===== config.mk =====
export PLATFORM = sky130hd
export DESIGN_NAME = ppe_ctrl
export DESIGN_NICKNAME = d
export VERILOG_FILES = /design/src/rtl/ppe_pkg.sv /design/src/rtl/ppe_ctrl.sv
export SDC_FILE = /design/constraint.sdc
export NUM_CORES = 1
export LEC_CHECK = 0
export BUFFER_PORTS_ARGS = -buffer_cell sky130_fd_sc_hd__buf_2
export CORE_AREA = 2 2 39 41
export DETAILED_ROUTE_END_ITERATION = 16
export DIE_AREA = 0 0 41 43
export GPL_TIMING_DRIVEN = 0
export REMOVE_ABC_BUFFERS = 1
export SLEW_MARGIN = 40
export SYNTH_ARGS = -nofsm -noshare
export SYNTH_HDL_FRONTEND = slang
export SYNTH_SLANG_ARGS = --single-unit

===== constraint.sdc =====
create_clock -name clk -period 1.3 [get_ports clk]
set_input_delay 0.26 -clock clk [delete_from_list [all_inputs] [get_ports clk]]
set_output_delay 0.26 -clock clk [all_outputs]
set_load 0.03 [all_outputs]

===== src/rtl/ppe_pkg.sv =====
// ----------------------------------------------------------------------------
// ppe_pkg
// Shared constants, types and helpers for the particle pool engine.
// ----------------------------------------------------------------------------
package ppe_pkg;

  localparam int PoolSize = 64;
  localparam int SlotW = 6;
  localparam logic signed [31:0] OneQ = 32'sd65536;
  localparam logic signed [31:0] LifeFloor = -32'sd65536;
  localparam logic signed [31:0] ShrinkLimit = 32'sd6554;

  localparam logic OpSpawn = 1'b0;
  localparam logic OpTick = 1'b1;

  typedef struct packed {
    logic clr_scan;
    logic adv_scan;
    logic spawn_wr;
    logic tick_rd;
    logic tick_wr;
    logic emit_tick;
    logic emit_spawn;
    logic last;
  } ppe_cmd_t;

  typedef struct packed {
    logic free_hit;
    logic scan_done;
    logic scan_end;
  } ppe_stat_t;

  function automatic logic signed [31:0] sat32(input logic signed [33:0] v);
    if (v > 34'sd2147483647) begin
      sat32 = 32'sh7fffffff;
    end else if (v < -34'sd2147483648) begin
      sat32 = 32'sh80000000;
    end else begin
      sat32 = v[31:0];
    end
  endfunction

  // round(j * 65536 / 100) = floor((j * 16384 + 12) / 25), by reciprocal multiply
  function automatic logic [16:0] hundredths(input logic [6:0] j);
    logic [21:0] m;
    logic [43:0] p;
    begin
      m = {1'b0, j, 14'd0} + 22'd12;
      p = 44'(m) * 44'd2684355;
      hundredths = p[42:26];
    end
  endfunction

endpackage


===== src/rtl/ppe_ctrl.sv =====
// ----------------------------------------------------------------------------
// ppe_ctrl
// Controller: sequences spawn search, one slot per cycle, and tick sweep, a read and a write state per slot.
// ----------------------------------------------------------------------------
module ppe_ctrl (
  input  logic              clk,
  input  logic              rst,
  input  logic              start,
  input  logic              opcode,
  input  ppe_pkg::ppe_stat_t stat,
  output logic              busy,
  output ppe_pkg::ppe_cmd_t cmd
);

  typedef enum logic [2:0] {
    IDLE, SEARCH, SPAWN, TRD, TWR
  } state_t;

  state_t state;
  logic   tick_end;

  always_ff @(posedge clk) begin
    if (rst) begin
      state <= IDLE;
      tick_end <= 1'b0;
    end else begin
      case (state)
        IDLE: begin
          if (start) begin
            state <= (opcode == ppe_pkg::OpTick) ? TRD : SEARCH;
          end
        end
        SEARCH: begin
          if (stat.free_hit || stat.scan_done) begin
            state <= SPAWN;
          end
        end
        SPAWN: state <= IDLE;
        TRD: begin
          tick_end <= stat.scan_end;
          state <= TWR;
        end
        TWR: state <= tick_end ? IDLE : TRD;
        default: state <= IDLE;
      endcase
    end
  end

  assign busy = (state != IDLE);

  always_comb begin
    cmd = '0;
    case (state)
      IDLE: cmd.clr_scan = start;
      SEARCH: cmd.adv_scan = !(stat.free_hit || stat.scan_done);
      SPAWN: begin
        cmd.spawn_wr = 1'b1;
        cmd.emit_spawn = 1'b1;
        cmd.last = 1'b1;
      end
      TRD: cmd.tick_rd = 1'b1;
      TWR: begin
        cmd.tick_wr = 1'b1;
        cmd.emit_tick = 1'b1;
        cmd.adv_scan = 1'b1;
        cmd.last = tick_end;
      end
      default: cmd = '0;
    endcase
  end

endmodule


==> qor.txt <==
OUTCOME
--------------------------------------------------------------------------------------------------
Status                                                                                complete, but fails checks
Failing checks                                                                        setup timing

DIE
--------------------------------------------------------------------------------------------------
Number of placement rows                                                                        14
Core ar.                                                                                 1380 um^2
Area of the die                                                                          1760 um^2
Initial cell density of the core                                                             21.1%
Width of the die                                                                             41 um
Number of top-level pins                                                                        16
Die Y-Extent                                                                                 43 um

CRITICAL PATH
--------------------------------------------------------------------------------------------------
Critical path endpoint category                                                         output pin
Slowest cell on the critical path                                                     sky130_fd_sc_hd__dfxtp_4
Critical path, cell by cell                                                           nand2b_4 > or3_4 > a21oi_2 > buf_6
Buffer and inverter count on the worst path                                                      1
Max incr delay on CP                                                                        330 ps
Startpoint type of the worst setup path                                                   register
Start-to-end type of the worst setup path                                               reg -> out
Critical path data arrival time                                                            1310 ps
Worst path top cell family by delay                                                   simple AND/OR/NAND/NOR gates
Worst endpoint required time                                                               1040 ps
Largest fanout of any net on the critical path                                                   2

POWER AND IR DROP
--------------------------------------------------------------------------------------------------
Internal cell power                                                                       0.312 mW
Maximum ir drop on the vdd rail                                                         0.000461 V
Comb power frac                                                                              35.1%
Switching power                                                                           0.145 mW
PD cells                                                                               891 nW/um^2
Standby leakage power                                                                     0.232 nW
Proportion of total power due to net switching                                               31.8%
Fraction of power consumed by sequential logic                                               31.1%
Part of the total power dissipated in the clock network                                      33.8%

CLOCK TREE
--------------------------------------------------------------------------------------------------
TritonCTS clock tree                                                                          done
Clock transition time at the flip-flop clock pins of the worst setup and hold paths          30 ps
TritonCTS buffer count                                                                           3
Post-CTS Hold Fix Bufs                                                                           0
Later-pin clock latency in the skew report                                                  240 ps
Sinks on the clock net                                                                           4
Library cell used as clock root buffer                                                sky130_fd_sc_hd__clkbuf_4
Maximum count of clock buffers along a single path                                               2
H-tree depth                                                                                     1

DETAILED ROUTING
--------------------------------------------------------------------------------------------------
DRC viols                                                                                        0
Routed length per instance                                                                 10.0 um
Number of iterations in the first detailed-routing pass                                          1
Drt initial violations                                                                           0
Via count                                                                                      302
Post-detailed-route count of antenna-violating nets                                              0
Mean number of vias per cell                                                                  4.31
Routed WL                                                                                   700 um

FINAL LAYOUT
--------------------------------------------------------------------------------------------------
Commonest cells after routing, fill and taps aside                                    sky130_fd_sc_hd__buf_6, sky130_fd_sc_hd__buf_2, sky130_fd_sc_hd__buf_4
Finished Layout Cells                                                                           70
Most common cell after layout, fill and taps aside                                    sky130_fd_sc_hd__buf_6
Fraction of final layout cells with drive strength greater than 1                            66.7%
Final nets                                                                                      63
Footprint of the multi-input gates                                                        205 um^2
FF/Latch Area                                                                            88.8 um^2
Area Overhead vs Synth                                                                       76.0%
Finished Core Util                                                                           37.1%
Number of filler cells placed in the layout                                                    141
Number of antenna repair diodes                                                                  0

PLACE
--------------------------------------------------------------------------------------------------
Post-DP HPWL                                                                                438 um
RD Place Congestion                                                                          0.642
Placed Cells incl. Taps                                                                         62
Number of port buffers                                                                          15

GLOBAL ROUTING
--------------------------------------------------------------------------------------------------
Global-route wire length before repair                                                      959 um
GR Util All Layers                                                                           8.44%
Grt ovf                                                                                          0
Vias in the first global route                                                                 253
Number of antenna violations at the first check in global routing                                0
Largest net degree at the start of global routing                                               11

STA
--------------------------------------------------------------------------------------------------
Worst hold margin                                                                           210 ps
Clock Skew                                                                                 4.74 ps
Final setup slack of the worst path                                                        -265 ps
Tightest Pin Transition                                                                     227 ps
Pins Over Slew Limit                                                                             0
Setup violators final                                                                            9
Final-report hold violation count                                                                0
Clock period minus worst slack                                                             1570 ps
Setup repair after global routing missed its margin                                           true
Portion of the clock cycle consumed by the worst path in the final layout                     120%
Worst slew margin relative to its limit                                                      84.9%
Setup TNS                                                                                 -1080 ps
FMAX                                                                                       639 MHz

YOSYS
--------------------------------------------------------------------------------------------------
Average size of a mapped cell                                                            8.33 um^2
Count of warnings emitted by yosys                                                               0
Post-synthesis instance area                                                              292 um^2
Cell taking the most area after synthesis                                             sky130_fd_sc_hd__dfxtp_1
Instance count of the mapped netlist                                                            35
Sequential share of the synthesized area                                                     27.5%
Area share of the largest cell type after synthesis                                          27.5%
Synth area leaders                                                                    sky130_fd_sc_hd__dfxtp_1, sky130_fd_sc_hd__nand2b_1, sky130_fd_sc_hd__or3_4
Number of distinct library cells after synthesis                                                20
FF+latch count, synth                                                                            4

HOLD PATH
--------------------------------------------------------------------------------------------------
Min-delay worst type                                                                     in -> reg

RUN
--------------------------------------------------------------------------------------------------
Count of max-cap constraint violations                                                           0

[synth_stat cells]
cell type                  n
sky130_fd_sc_hd__nand3b_1  2
sky130_fd_sc_hd__nand2b_4  1
sky130_fd_sc_hd__nor3_1    1
sky130_fd_sc_hd__nor3b_1   1
sky130_fd_sc_hd__a21oi_2   1
sky130_fd_sc_hd__dfxtp_1   4
sky130_fd_sc_hd__mux2i_1   1
sky130_fd_sc_hd__buf_6     1
sky130_fd_sc_hd__buf_4     2
sky130_fd_sc_hd__inv_1     2
sky130_fd_sc_hd__or3_4     2
sky130_fd_sc_hd__a21o_1    1
sky130_fd_sc_hd__a21oi_1   2
sky130_fd_sc_hd__o22ai_1   1
sky130_fd_sc_hd__buf_2     1
sky130_fd_sc_hd__nor2_1    5
sky130_fd_sc_hd__nand2b_1  4
sky130_fd_sc_hd__o21ai_0   1
sky130_fd_sc_hd__and3_1    1
sky130_fd_sc_hd__a21boi_2  1
[cell families (layout without fill, tap and decap cells)]
kind of cell,after synthesis,count (layout),share of synthesized area [%]
AOI/OAI and AO/OA,7,7,16.7
buffers and inverters,6,25,13.3
DFF,4,4,27.5
muxes,1,1,3.43
and+or+nand+nor,17,17,39.1
[sequential cells by signal, indices dropped and copies added, names as in the netlist]
register,flops
state,3
tick_end,1
[area by class of cell]
class | instances | share of cell area [%]
Clock buffer | 3 | 4.39
Inverter | 2 | 1.46
Multi-Input combinational cell | 25 | 40.0
Sequential cell | 4 | 17.3
Tap cell | 16 | 3.90
Timing Repair Buffer | 20 | 32.9
[repair_timing]
item                                    4_1_cts  5_1_grt
endpoints found under the setup margin        9        9
gates cloned                                  0        0
gates resized for setup                      16       14
endpoints found under the hold margin         0        0
buffers inserted                              3        2
pin swaps                                     1        2
[per-layer routing]
metal	vias up	wire length, um	global-route usage, %
li1	156	-	-
met1	135	266	8.06
met2	11	373	12.8
met3	0	59	7.85
met4	0	0	2.00
met5	-	0	0
[power by group through the flow]
stage	clock [mW]	sequential (mW)	combinational [mW]
global placement	0	0.147	0.105
CTS	0.161	0.138	0.133
detailed placement	0	0.147	0.106
global route	0.171	0.143	0.172
floorplan	0	0.143	0.0765
finish	0.154	0.142	0.161
[final timing paths]
kind | start | end | slack (ps) | cells after the start
max reg2reg | state[2] | state[0] | 210 | 4
max | state[2] | cmd[6] | -270 | 4
min | rst | state[2] | 210 | 2
min reg2reg | tick_end | tick_end | 550 | 2
[stage by stage]
| step | power (mW) | setup slack [ps] | cell area [um^2] |
|---|---|---|---|
| floorplan | 0.219 | -787 | 260 |
| global placement | 0.251 | -213 | 355 |
| detailed placement | 0.253 | -222 | 355 |
| CTS | 0.432 | -306 | 442 |
| global route | 0.486 | -310 | 513 |
| finish | 0.457 | -265 | 513 |
Power figures use the tool's default switching activity.
